File: config.mk
export PLATFORM = sky130hd
export DESIGN_NAME = multi_button_debouncer_core
export DESIGN_NICKNAME = d
export VERILOG_FILES = /design/src/rtl/mbd_pkg.sv /design/src/rtl/mbd_entry_mem.sv /design/src/rtl/multi_button_debouncer_core.sv
export SDC_FILE = /design/constraint.sdc
export NUM_CORES = 1
export LEC_CHECK = 0
export BUFFER_PORTS_ARGS = -buffer_cell sky130_fd_sc_hd__buf_2
export CORE_MARGIN = 10
export CORE_UTILIZATION = 50
export CTS_CLUSTER_DIAMETER = 50
export DETAILED_ROUTE_END_ITERATION = 10
export PLACE_DENSITY = 0.77
export SKIP_LAST_GASP = 1
export SYNTH_ARGS = -nofsm -noshare
export SYNTH_HDL_FRONTEND = slang
export SYNTH_SLANG_ARGS = --single-unit
File: constraint.sdc
create_clock -name i_clk -period 13.6 [get_ports i_clk]
set_clock_uncertainty 0.2 [all_clocks]
set_input_delay 0.68 -clock i_clk [delete_from_list [all_inputs] [get_ports i_clk]]
set_output_delay 0.68 -clock i_clk [all_outputs]
set_load 0.02 [all_outputs]
File: src/rtl/mbd_pkg.sv
// Shared types, constants and codes of the multi-button debouncer.
package mbd_pkg;

    localparam int NUM_BUTTONS_DEF = 6;

    localparam int ACT_W       = 3;
    localparam int PIN_W       = 6;
    localparam int TIME_W      = 32;
    localparam int BTN_W       = 3;
    localparam int MASK_W      = 6;
    localparam int CMAX_W      = 8;
    localparam int LOCK_W      = 16;
    localparam int CFG_IDX_W   = 1;
    localparam int CFG_DATA_W  = 16;
    localparam int IN_TDATA_W  = 48;
    localparam int OUT_TDATA_W = 8;

    localparam logic [CMAX_W-1:0] CMAX_RST = 8'd20;
    localparam logic [LOCK_W-1:0] LOCK_RST = 16'd50;

    typedef enum logic [ACT_W-1:0] {
        ACT_SAMPLE     = 3'd0,
        ACT_READ_DOWN  = 3'd1,
        ACT_TAKE_PRESS = 3'd2,
        ACT_TAKE_REL   = 3'd3,
        ACT_CLEAR      = 3'd4
    } t_action;

    typedef enum logic [CFG_IDX_W-1:0] {
        CFG_COUNTER_MAX = 1'b0,
        CFG_LOCK_MS     = 1'b1
    } t_cfg_reg;

    typedef struct packed {
        logic [TIME_W-1:0] last_ms;
        logic [CMAX_W-1:0] integ;
    } t_entry;

endpackage

File: src/rtl/mbd_entry_mem.sv
// Per-button entry memory with registered read, reset valid bits and write forwarding.
module mbd_entry_mem #(
    parameter int NUM_ENT = mbd_pkg::NUM_BUTTONS_DEF,
    localparam int IDX_W = (NUM_ENT > 1) ? $clog2(NUM_ENT) : 1
) (
    input  logic                i_clk,
    input  logic                i_rst_n,
    input  logic                i_rd_en,
    input  logic [IDX_W-1:0]    i_rd_addr,
    output mbd_pkg::t_entry     o_rd_data,
    input  logic                i_wr_en,
    input  logic [IDX_W-1:0]    i_wr_addr,
    input  mbd_pkg::t_entry     i_wr_data
);

    mbd_pkg::t_entry r_mem [NUM_ENT];
    logic [NUM_ENT-1:0] r_vld;
    mbd_pkg::t_entry r_rd_data;
    mbd_pkg::t_entry r_fwd_data;
    logic r_rd_vld;
    logic r_fwd_hit;

    always_ff @(posedge i_clk) begin
        if (i_wr_en) begin
            r_mem[i_wr_addr] <= i_wr_data;
        end
    end

    always_ff @(posedge i_clk) begin
        if (!i_rst_n) begin
            r_vld <= '0;
        end else if (i_wr_en) begin
            r_vld[i_wr_addr] <= 1'b1;
        end
    end

    always_ff @(posedge i_clk) begin
        if (!i_rst_n) begin
            r_rd_vld  <= 1'b0;
            r_fwd_hit <= 1'b0;
        end else if (i_rd_en) begin
            r_rd_vld  <= r_vld[i_rd_addr];
            r_fwd_hit <= i_wr_en && (i_wr_addr == i_rd_addr);
        end
    end

    always_ff @(posedge i_clk) begin
        if (i_rd_en) begin
            r_rd_data  <= r_mem[i_rd_addr];
            r_fwd_data <= i_wr_data;
        end
    end

    // An entry never written reads as its reset value of zero.
    assign o_rd_data = r_fwd_hit ? r_fwd_data : (r_rd_vld ? r_rd_data : '0);

endmodule

File: src/rtl/multi_button_debouncer_core.sv
// Top level of the multi-button debouncer with integrating counters and lockout.
//
// A sample word walks the buttons through one shared entry memory, one button per
// cycle while the output does not stall, so it holds the input side until its last
// button is issued; a read, take or clear word is issued at once. Each word passes the
// input register, the stage-1 register and the output register; a sample word gives
// its result word after its last button, when the output is free. The next word is
// accepted while the previous one is still in the memory pipeline; a result word
// waiting in the output register stalls the whole pipeline and the input until taken.
module multi_button_debouncer_core #(
    parameter int NUM_BUTTONS = mbd_pkg::NUM_BUTTONS_DEF
) (
    input  logic                                i_clk,
    input  logic                                i_rst_n,
    input  logic                                i_cfg_we,
    input  logic [mbd_pkg::CFG_IDX_W-1:0]       i_cfg_idx,
    input  logic [mbd_pkg::CFG_DATA_W-1:0]      i_cfg_wdata,
    input  logic                                i_s_tvalid,
    output logic                                o_s_tready,
    // Fields from bit 0: pin_levels[5:0], now_ms[37:6], button[40:38], zeros.
    input  logic [mbd_pkg::IN_TDATA_W-1:0]      i_s_tdata,
    // Fields from bit 0: action[2:0].
    input  logic [mbd_pkg::ACT_W-1:0]           i_s_tuser,
    output logic                                o_m_tvalid,
    input  logic                                i_m_tready,
    // Fields from bit 0: answer[0], down_mask[6:1], zero.
    output logic [mbd_pkg::OUT_TDATA_W-1:0]     o_m_tdata
);

    localparam int IDX_W = (NUM_BUTTONS > 1) ? $clog2(NUM_BUTTONS) : 1;
    localparam logic [IDX_W-1:0] LAST_IDX = IDX_W'(NUM_BUTTONS - 1);

    logic [mbd_pkg::CMAX_W-1:0] r_cmax;
    logic [mbd_pkg::LOCK_W-1:0] r_lock;

    logic                        r_busy;
    logic [mbd_pkg::ACT_W-1:0]   r_act;
    logic [mbd_pkg::PIN_W-1:0]   r_pins;
    logic [mbd_pkg::TIME_W-1:0]  r_now;
    logic [mbd_pkg::BTN_W-1:0]   r_btn;
    logic [IDX_W-1:0]            r_idx;

    logic                        r_s1_valid;
    logic [mbd_pkg::ACT_W-1:0]   r_s1_act;
    logic [mbd_pkg::TIME_W-1:0]  r_s1_now;
    logic [mbd_pkg::BTN_W-1:0]   r_s1_btn;
    logic [IDX_W-1:0]            r_s1_idx;
    logic                        r_s1_low;
    logic                        r_s1_last;

    logic [NUM_BUTTONS-1:0] r_down, r_press, r_rel;
    logic [NUM_BUTTONS-1:0] n_down, n_press, n_rel;

    logic                        r_out_valid;
    logic [mbd_pkg::OUT_TDATA_W-1:0] r_out_data;

    logic en, issue, is_samp, issue_last, s_acc;
    logic [NUM_BUTTONS-1:0] w_pin_ext;
    logic [mbd_pkg::MASK_W-1:0] w_mask;
    mbd_pkg::t_entry rd_ent, wr_ent;
    logic locked, s1_samp, btn_ok, answer;
    logic [IDX_W-1:0] bidx;
    logic [mbd_pkg::TIME_W-1:0] elapsed;

    assign en         = !r_out_valid || i_m_tready;
    assign is_samp    = (r_act == mbd_pkg::ACT_SAMPLE);
    assign issue      = r_busy && en;
    assign issue_last = !is_samp || (r_idx == LAST_IDX);
    assign o_s_tready = en && (!r_busy || issue_last);
    assign s_acc      = i_s_tvalid && o_s_tready;

    // Buttons beyond the pin field read their pin as low.
    for (genvar j = 0; j < NUM_BUTTONS; j++) begin : g_pin
        if (j < mbd_pkg::PIN_W) begin : g_in
            assign w_pin_ext[j] = r_pins[j];
        end else begin : g_out
            assign w_pin_ext[j] = 1'b0;
        end
    end

    always_ff @(posedge i_clk) begin
        if (!i_rst_n) begin
            r_cmax <= mbd_pkg::CMAX_RST;
            r_lock <= mbd_pkg::LOCK_RST;
        end else if (i_cfg_we) begin
            unique case (mbd_pkg::t_cfg_reg'(i_cfg_idx))
                mbd_pkg::CFG_COUNTER_MAX: r_cmax <= i_cfg_wdata[mbd_pkg::CMAX_W-1:0];
                mbd_pkg::CFG_LOCK_MS:     r_lock <= i_cfg_wdata[mbd_pkg::LOCK_W-1:0];
            endcase
        end
    end

    always_ff @(posedge i_clk) begin
        if (!i_rst_n) begin
            r_busy <= 1'b0;
        end else if (s_acc) begin
            r_busy <= 1'b1;
        end else if (issue && issue_last) begin
            r_busy <= 1'b0;
        end
    end

    always_ff @(posedge i_clk) begin
        if (s_acc) begin
            r_act  <= i_s_tuser;
            r_pins <= i_s_tdata[5:0];
            r_now  <= i_s_tdata[37:6];
            r_btn  <= i_s_tdata[40:38];
            r_idx  <= '0;
        end else if (issue && !issue_last) begin
            r_idx <= r_idx + 1'b1;
        end
    end

    always_ff @(posedge i_clk) begin
        if (!i_rst_n) begin
            r_s1_valid <= 1'b0;
        end else if (en) begin
            r_s1_valid <= issue;
        end
    end

    always_ff @(posedge i_clk) begin
        if (issue) begin
            r_s1_act  <= r_act;
            r_s1_now  <= r_now;
            r_s1_btn  <= r_btn;
            r_s1_idx  <= r_idx;
            r_s1_low  <= !w_pin_ext[r_idx];
            r_s1_last <= issue_last;
        end
    end

    assign s1_samp = r_s1_valid && (r_s1_act == mbd_pkg::ACT_SAMPLE);

    mbd_entry_mem #(
        .NUM_ENT  (NUM_BUTTONS)
    ) u_mem (
        .i_clk     (i_clk),
        .i_rst_n   (i_rst_n),
        .i_rd_en   (issue && is_samp),
        .i_rd_addr (r_idx),
        .o_rd_data (rd_ent),
        .i_wr_en   (en && s1_samp),
        .i_wr_addr (r_s1_idx),
        .i_wr_data (wr_ent)
    );

    assign elapsed = r_s1_now - rd_ent.last_ms;
    assign locked  = elapsed <= {{(mbd_pkg::TIME_W - mbd_pkg::LOCK_W){1'b0}}, r_lock};
    assign btn_ok  = 32'(r_s1_btn) < NUM_BUTTONS;
    assign bidx    = IDX_W'(r_s1_btn);

    always_comb begin
        n_down  = r_down;
        n_press = r_press;
        n_rel   = r_rel;
        wr_ent  = rd_ent;
        answer  = 1'b0;
        if (r_s1_valid) begin
            unique case (r_s1_act)
                mbd_pkg::ACT_SAMPLE: begin
                    if (r_s1_low) begin
                        if (rd_ent.integ < r_cmax) begin
                            wr_ent.integ = rd_ent.integ + 1'b1;
                        end else if (!r_down[r_s1_idx] && !locked) begin
                            n_down[r_s1_idx]  = 1'b1;
                            n_press[r_s1_idx] = 1'b1;
                            wr_ent.last_ms    = r_s1_now;
                        end
                    end else begin
                        if (rd_ent.integ != '0) begin
                            wr_ent.integ = rd_ent.integ - 1'b1;
                        end else if (r_down[r_s1_idx] && !locked) begin
                            n_down[r_s1_idx] = 1'b0;
                            n_rel[r_s1_idx]  = 1'b1;
                            wr_ent.last_ms   = r_s1_now;
                        end
                    end
                end
                mbd_pkg::ACT_READ_DOWN: begin
                    if (btn_ok) begin
                        answer = r_down[bidx];
                    end
                end
                mbd_pkg::ACT_TAKE_PRESS: begin
                    if (btn_ok) begin
                        answer         = r_press[bidx];
                        n_press[bidx]  = 1'b0;
                    end
                end
                mbd_pkg::ACT_TAKE_REL: begin
                    if (btn_ok) begin
                        answer       = r_rel[bidx];
                        n_rel[bidx]  = 1'b0;
                    end
                end
                mbd_pkg::ACT_CLEAR: begin
                    n_press = '0;
                    n_rel   = '0;
                end
                default: begin
                end
            endcase
        end
    end

    always_ff @(posedge i_clk) begin
        if (!i_rst_n) begin
            r_down  <= '0;
            r_press <= '0;
            r_rel   <= '0;
        end else if (en) begin
            r_down  <= n_down;
            r_press <= n_press;
            r_rel   <= n_rel;
        end
    end

    for (genvar j = 0; j < mbd_pkg::MASK_W; j++) begin : g_mask
        if (j < NUM_BUTTONS) begin : g_in
            assign w_mask[j] = n_down[j];
        end else begin : g_out
            assign w_mask[j] = 1'b0;
        end
    end

    always_ff @(posedge i_clk) begin
        if (!i_rst_n) begin
            r_out_valid <= 1'b0;
        end else if (en && r_s1_valid && r_s1_last) begin
            r_out_valid <= 1'b1;
        end else if (i_m_tready) begin
            r_out_valid <= 1'b0;
        end
    end

    always_ff @(posedge i_clk) begin
        if (en && r_s1_valid && r_s1_last) begin
            r_out_data <= {1'b0, w_mask, answer};
        end
    end

    assign o_m_tvalid = r_out_valid;
    assign o_m_tdata  = r_out_data;

endmodule

==> qor.txt, run 1 <==
Worst-path clk slew: 0.06 ns
Vias in the first global route: 14100
Finish-stage setup viols: 0
Hold buffer count at CTS: 0
Die Span X: 229 um
Row cnt: 76
IO buf count: 74
Placer Congestion: 0.915
Root Driver: clkbuf_16
DP HPWL: 33700 um
Slew margin rel.: 0.281
Final max-slew violation count: 0
Vias per cell: 5.97
Worst path max stage delay: 0.96 ns
DRC: 0
Final WS setup: 4.77 ns
PD cells: 129 nW/um2
Cell area after layout: 24500 um2
Pre-CTS setup slack: 4.81 ns
First-pass GRT wire length: 79500 um
Post-synth top flop: edfxtp_1
Mapped Nets: 1801
Initial Utilization: 0.506
Yosys reg bits: 470
Status: finished clean
CTS Buffer Depth: 3
Antenna cells: 0
Routed wire length per instance: 21.5 um
WL final: 50800 um
Total CTS buffers: 50
Initial antenna violation count: 0
Crit path cell chain: nor2b_2 -> buf_4 -> a22oi_1 -> ha_1 -> a21oi_1 -> o22ai_1 -> o31a_1 -> maj3_1 -> a31oi_1 -> nand2_1 -> xor2_1 -> ha_1 -> and4_1 -> a211oi_1 -> a31oi_1 -> or3_1 -> nor3_1 -> nand4_1 -> nor4_1 -> nand3_1 -> o211ai_4 -> buf_4 -> mux2i_1
Period Utilization, post-route: 0.649
Unrepaired setup endpoints after global routing: false
Area share of the largest cell type after synthesis: 0.570
Hold Vio Cnt, Final: 0
Async S/R FF share, synth: 0
Syn-to-layout area delta: 12.2%
Overflow after GRT: 0
Post-Synthesis Cell Area: 21800 um2
Routed Antenna Nets: 0
Max-Cap Viols: 0
Die ar.: 52300 um2
Worst setup path class: flip-flop to flip-flop
Worst VDD drop: 0.0758 mV
Share of cells above drive strength 1: 0.147
Syn avg cell area: 13.0 um2
Count of cells resized by post-cts repair: 0
CTS tree: built
DR vias: 14100
Initial DRC count: 1085
Placed cell areas: 22700 um2
Slew @ Worst Pin: 1.08 ns
EDFF count, synth: 414
Top post-synthesis cells by count: edfxtp_1, nand2_1, o21ai_0
Critical path's top delay family: simple AND/OR/NAND/NOR gates
Critical path required time: 13.70 ns
Max Fclk: 0.113 GHz
Setup TNS: 0 ns
Post-synthesis sequential area ratio: 0.622
Distinct cells, synth: 91
Die H: 229 um
Slowest CP cell: dfxtp_2
Crit path DAT: 8.93 ns
Total setup buffers inserted after CTS: 0
CP Capture Type: flip-flop
Top area cells in the synthesized netlist: edfxtp_1, dfxtp_1, mux4_2
Largest net degree at the start of global routing: 51
Post-layout min period: 8.83 ns
Pre-Repair DR Iteration Count: 6
Core footprint: 43100 um2
Clk Latency, worst-skew pair: 0.60 ns
Sink Count: 470
Ports: 83
HP Class: input pin to flip-flop
Static Leakage: 8.78 nW
Worst path buffer plus inverter count: 2
Nets: 1866
Worst Setup Start Kind: flip-flop
Top-count cell post-synth: edfxtp_1
CTS H-tree lvls: 2
Cells after Synth: 1674
Synth warn: 0
Gr usage total: 0.191
Cell taking the most area after synthesis: edfxtp_1
Crit path max fanout: 48
[routing by layer]
metal  up-vias  wire length, um  global-route usage
met3       100             2550              0.0252
met4         0             1820              0.0838
li1       6563                -                   -
met2       409            23900               0.305
met1      7045            22500               0.259
met5         -                0                   0
[layout make-up]
class / count / area [um2]
Multi-Input combinational cell: 1026 / 7560
Inverter: 94 / 353
Fill cell: 3414 / 18600
Tap cell: 585 / 732
Clock inverter: 36 / 419
Clock buffer: 56 / 1280
Timing Repair Buffer: 97 / 543
Sequential cell: 470 / 13600
[layout by cell type, fill, tap and decap left out, types with 10 or more instances in the layout]
cell type,instances
nor4_1,11
clkinv_2,12
and2_1,11
buf_4,23
dfxtp_1,53
a31oi_1,15
xnor2_1,12
o211ai_1,13
nand2_1,174
a211oi_1,10
a21boi_0,22
clkbuf_16,50
nor2_1,67
mux2i_1,81
nand4_1,22
a21oi_1,54
o21a_1,13
ha_1,53
mux4_2,42
o21ai_0,97
xor2_1,11
a21o_1,21
inv_1,92
nand3_1,25
nor3_1,34
edfxtp_1,414
a22oi_1,47
buf_2,74
[cell families after synthesis]
logic type,after synthesis,share of synthesized area
multiplexers,127,0.0828
XOR/XNOR,23,0.00924
AND/OR/NAND/NOR,429,0.0978
other,1,0.000172
flip-flops,470,0.622
buffers and inverters,178,0.0326
adder cells (fa/ha/maj),57,0.0327
AO/OA/AOI/OAI,389,0.123
[sequential cells by signal, summed over array words and instances (netlist names), 3 cells and up]
name	flops
u_mem.r_mem	240
u_mem.r_fwd_data	40
u_mem.r_rd_data	40
r_now	32
r_s1_now	32
r_lock	16
r_cmax	8
o_m_tdata	7
r_down	6
r_pins	6
r_press	6
r_rel	6
u_mem.r_vld	6
bidx	3
r_act	3
r_btn	3
r_idx	3
r_s1_act	3
r_s1_idx	3
[path summary, 6_finish.rpt]
check                           depth (start not counted)                          from                           end  slack (ns)
worst max-delay path                                   23  u_mem.r_fwd_hit$_SDFFE_PN0P_  u_mem.r_mem[5][13]$_DFFE_PP_        4.77
worst min-delay path                                    1                  i_s_tdata[4]           r_pins[4]$_DFFE_PP_        0.06
worst max register to register                         23  u_mem.r_fwd_hit$_SDFFE_PN0P_  u_mem.r_mem[5][13]$_DFFE_PP_        4.77
worst min register to register                          0            r_now[5]$_DFFE_PP_         r_s1_now[5]$_DFFE_PP_        0.21
[per-stage QoR]
stage / hold WS, ns / power [W] / util / std cells
floorplan: 0.200 / 0.00174 / - / 1674
global placement: 0.201 / 0.00180 / 0.528 / 2272
detailed placement: 0.205 / 0.00180 / 0.528 / 2272
CTS: 0.0281 / 0.00318 / 0.568 / 2364
global route: 0.0449 / 0.00326 / 0.568 / 2364
finish: 0.0575 / 0.00315 / 0.568 / 2364
[power by group]
group / internal, W / leakage (nW) / switching, W
Combinational: 0.0000638 / 3.53 / 0.000108
Sequential: 0.00158 / 4.42 / 0.0000163
Clock: 0.000822 / 0.836 / 0.000562
Total: 0.00247 / 8.78 / 0.000686
Note: power is estimated with default switching activity, not from simulation.
==> inputs of run 2 (changes only) <==
--- a/config.mk
+++ b/config.mk
@@ -5,6 +5,7 @@
 export SDC_FILE = /design/constraint.sdc
 export NUM_CORES = 1
 export LEC_CHECK = 0
+export ABC_AREA = 1
 export BUFFER_PORTS_ARGS = -buffer_cell sky130_fd_sc_hd__buf_2
 export CORE_MARGIN = 10
 export CORE_UTILIZATION = 50
==> constraint.sdc (replaced) <==
create_clock -name i_clk -period 8.9 [get_ports i_clk]
set_clock_uncertainty 0.2 [all_clocks]
set_input_delay 0.445 -clock i_clk [delete_from_list [all_inputs] [get_ports i_clk]]
set_output_delay 0.445 -clock i_clk [all_outputs]
set_load 0.02 [all_outputs]
==> run 2 against run 1 <==
Compared with the run above:
- fmax grew 27%
- highest routed layer unchanged
- first-iteration DRC count grew 96%
- largest power group unchanged
- core utilization grew 1.5 points
- routed wire length grew 20%
==> qor.txt, run 2 <==
Status: finished clean (unchanged)
Hold Vio Cnt, Final: 0 (unchanged)
Slew margin rel.: 0.170 (was 0.281)
Internal power: 0.00379 W (was 0.00247 W)
Largest net degree at the start of global routing: 100 (was 51)
Pre-Repair DR Iteration Count: 9 (was 6)
Hold slack final: 0.0669 ns (was 0.0575 ns)
EDFF count, synth: 414 (unchanged)
Share of cells above drive strength 1: 0.103 (was 0.147)
Static Leakage: 10.4 nW (was 8.78 nW)
Setup TNS: 0 ns (unchanged)
Total CTS buffers: 49 (was 50)
Total power: 0.00497 W (was 0.00315 W)
Crit path DAT: 7.03 ns (was 8.93 ns)
FF+latch area: 13600 um2 (about the same)
Die Span X: 233 um (was 229 um)
Max Fclk: 0.144 GHz (was 0.113 GHz)
Post-synth top flop: edfxtp_1 (unchanged)
Routed wire length per instance: 20.0 um (was 21.5 um)
Vias in the first global route: 17400 (was 14100)
Post-synthesis sequential area ratio: 0.598 (was 0.622)
Top post-synthesis cells by count: nand2_1, edfxtp_1, nand3_1 (was edfxtp_1, nand2_1, o21ai_0)
Crit path max fanout: 35 (was 48)
Critical path required time: 9.00 ns (was 13.70 ns)
Async S/R FF share, synth: 0 (unchanged)
Row cnt: 77 (was 76)
Yosys reg bits: 470 (unchanged)
Finish-stage setup viols: 0 (unchanged)
Initial antenna violation count: 0 (unchanged)
Synth warn: 0 (unchanged)
First-pass GRT wire length: 94200 um (was 79500 um)
Worst setup path class: flip-flop to flip-flop (unchanged)
Placer Congestion: 0.918 (was 0.915)
Largest regs: u_mem.r_mem x240, u_mem.r_fwd_data x40, u_mem.r_rd_data x40 (unchanged)
Cells after Synth: 2315 (was 1674)
Die ar.: 54300 um2 (was 52300 um2)
Top area cells in the synthesized netlist: edfxtp_1, nand2_1, dfxtp_1 (was edfxtp_1, dfxtp_1, mux4_2)
Initial Utilization: 0.509 (was 0.506)
WL final: 61100 um (was 50800 um)
Initial DRC count: 2125 (was 1085)
Worst VDD drop: 0.157 mV (was 0.0758 mV)
Die H: 233 um (was 229 um)
Cell taking the most area after synthesis: edfxtp_1 (unchanged)
WP depth: 30 (was 23)
Combinational Power Share: 0.075 (was 0.055)
CP Capture Type: flip-flop (unchanged)
Register share of total power: 0.495 (was 0.507)
Top-count cell post-synth: nand2_1 (was edfxtp_1)
Worst-path clk slew: 0.07 ns (was 0.06 ns)
Overflow after GRT: 0 (unchanged)
Mapped Nets: 2442 (was 1801)
Gr usage total: 0.220 (was 0.191)
Most flops, register: u_mem.r_mem (unchanged)
Root Driver: clkbuf_16 (unchanged)
Max-Cap Viols: 0 (unchanged)
DR vias: 18000 (was 14100)
Most frequent cells in the layout: nand2_1, edfxtp_1, nand3_1, inv_1, nor2_1 (was edfxtp_1, nand2_1, o21ai_0, inv_1, mux2i_1)
Nets: 2552 (was 1866)
Distinct cells, synth: 49 (was 91)
Total setup buffers inserted after CTS: 0 (unchanged)
Area share of the largest cell type after synthesis: 0.548 (was 0.570)
Vias per cell: 5.89 (was 5.97)
Area occupied by multi-input gates: 7920 um2 (was 7560 um2)
Clk Latency, worst-skew pair: 0.63 ns (was 0.60 ns)
CTS Buffer Depth: 3 (unchanged)
PD cells: 191 nW/um2 (was 129 nW/um2)
IO buf count: 74 (unchanged)
Worst path max stage delay: 0.91 ns (was 0.96 ns)
Slew @ Worst Pin: 1.24 ns (was 1.08 ns)
Core footprint: 44500 um2 (was 43100 um2)
Post-Synthesis Cell Area: 22700 um2 (was 21800 um2)
Period Utilization, post-route: 0.779 (was 0.649)
DP HPWL: 37500 um (was 33700 um)
Antenna cells: 0 (unchanged)
Count of cells resized by post-cts repair: 0 (unchanged)
CTS tree: built (unchanged)
Ports: 83 (unchanged)
Cells on worst reg2reg path: 30 (was 23)
Syn-to-layout area delta: 14.4% (was 12.2%)
Filler cell count: 3552 (was 3414)
Final core occ: 0.583 (was 0.568)
Number of flip-flops in the largest register: 240 (unchanged)
Syn avg cell area: 9.80 um2 (was 13.0 um2)
Worst hold stages: 5 (was 1)
Critical path's top delay family: simple AND/OR/NAND/NOR gates (unchanged)
Hold buffer count at CTS: 64 (was 0)
Slowest CP cell: nor2_4 (was dfxtp_2)
Routed Antenna Nets: 0 (unchanged)
HP Class: input pin to flip-flop (unchanged)
Leading cell type in the layout, fill and taps excluded: nand2_1 (was edfxtp_1)
Worst Setup Start Kind: flip-flop (unchanged)
Worst path buffer plus inverter count: 3 (was 2)
Sw frac: 0.238 (was 0.218)
Sw Pwr: 0.00118 W (was 0.000687 W)
DRC: 0 (unchanged)
Sink Count: 470 (unchanged)
Post-layout min period: 6.93 ns (was 8.83 ns)
Most frequent CP cell: nand2_1
Unrepaired setup endpoints after global routing: false (unchanged)
CTS H-tree lvls: 2 (unchanged)
Clock power frac: 0.430 (was 0.439)
Final max-slew violation count: 0 (unchanged)
## run 2: cell types whose count changed after synthesis, sizes merged, moves of 40 or more
cell / previous run / this run
nand3: 25 / 221
inv: 94 / 220
nor2: 67 / 164
mux4: 42 / 0
a21oi: 55 / 116
nand2: 174 / 568
mux2i: 81 / 0
o22ai: 9 / 49
## run 2: power groups by stage
stage          sequential (W)  clock (W)  combinational, W
2_1_floorplan         0.00249          0          0.000243
6_report              0.00246    0.00213          0.000373
4_1_cts               0.00246    0.00215          0.000366
3_3_place_gp          0.00250          0          0.000328
5_1_grt               0.00246    0.00224          0.000416
3_5_place_dp          0.00250          0          0.000341
## run 2: area by class of cell
class                   count  area share
repair buffers            160      0.0453
flip-flops and latches    470       0.523
multi-input cells        1521       0.305
well taps                 592      0.0286
inverters                 223      0.0323
clock buffers              64      0.0514
clock inverters            28      0.0140
## run 2: routing by layer
layer  GRT usage  share of wire  vias to the layer above
li1            -              -                     8292
met1       0.297           0.41                     8534
met2       0.345           0.46                     1048
met3      0.0366           0.10                      146
met4      0.0988          0.035                        0
met5           0              0                        -
## run 2: worst paths after layout
| kind | end | start | slack (ns) |
|---|---|---|---|
| worst max-delay path | u_mem.r_mem[2][11]$_DFFE_PP_ | u_mem.r_rd_vld$_SDFFE_PN0P_ | 1.97 |
| worst min-delay path | r_cmax[4]$_SDFFE_PN1P_ | i_cfg_we | 0.07 |
| worst min register to register | r_s1_now[19]$_DFFE_PP_ | r_now[19]$_DFFE_PP_ | 0.21 |
| worst max register to register | u_mem.r_mem[2][11]$_DFFE_PP_ | u_mem.r_rd_vld$_SDFFE_PN0P_ | 1.97 |
## run 2: cells by family after synthesis
kind of cell    synth area share
buf+inv                   0.0560
compound gates             0.109
simple gates               0.197
xor+xnor                  0.0104
other cells             0.000165
fa+ha+maj                 0.0301
flops                      0.598
## run 2: worst min-delay path, delay by kind of cell
kind | cells | cell delay, ns
buffers and inverters | 2 | 0.16
AO/OA/AOI/OAI | 1 | 0.08
AND/OR/NAND/NOR | 2 | 0.15
## run 2: through the flow
| stage | worst slack [ns] | instances | cell area, um2 |
|---|---|---|---|
| after detailed placement | 2.14 | 2902 | 23600 |
| after CTS | 2.09 | 3058 | 25900 |
| after floorplan | 1.92 | 2315 | 22700 |
| final | 1.97 | 3058 | 25900 |
| after global routing | 1.43 | 3058 | 25900 |
| after global placement | 2.25 | 2902 | 23600 |
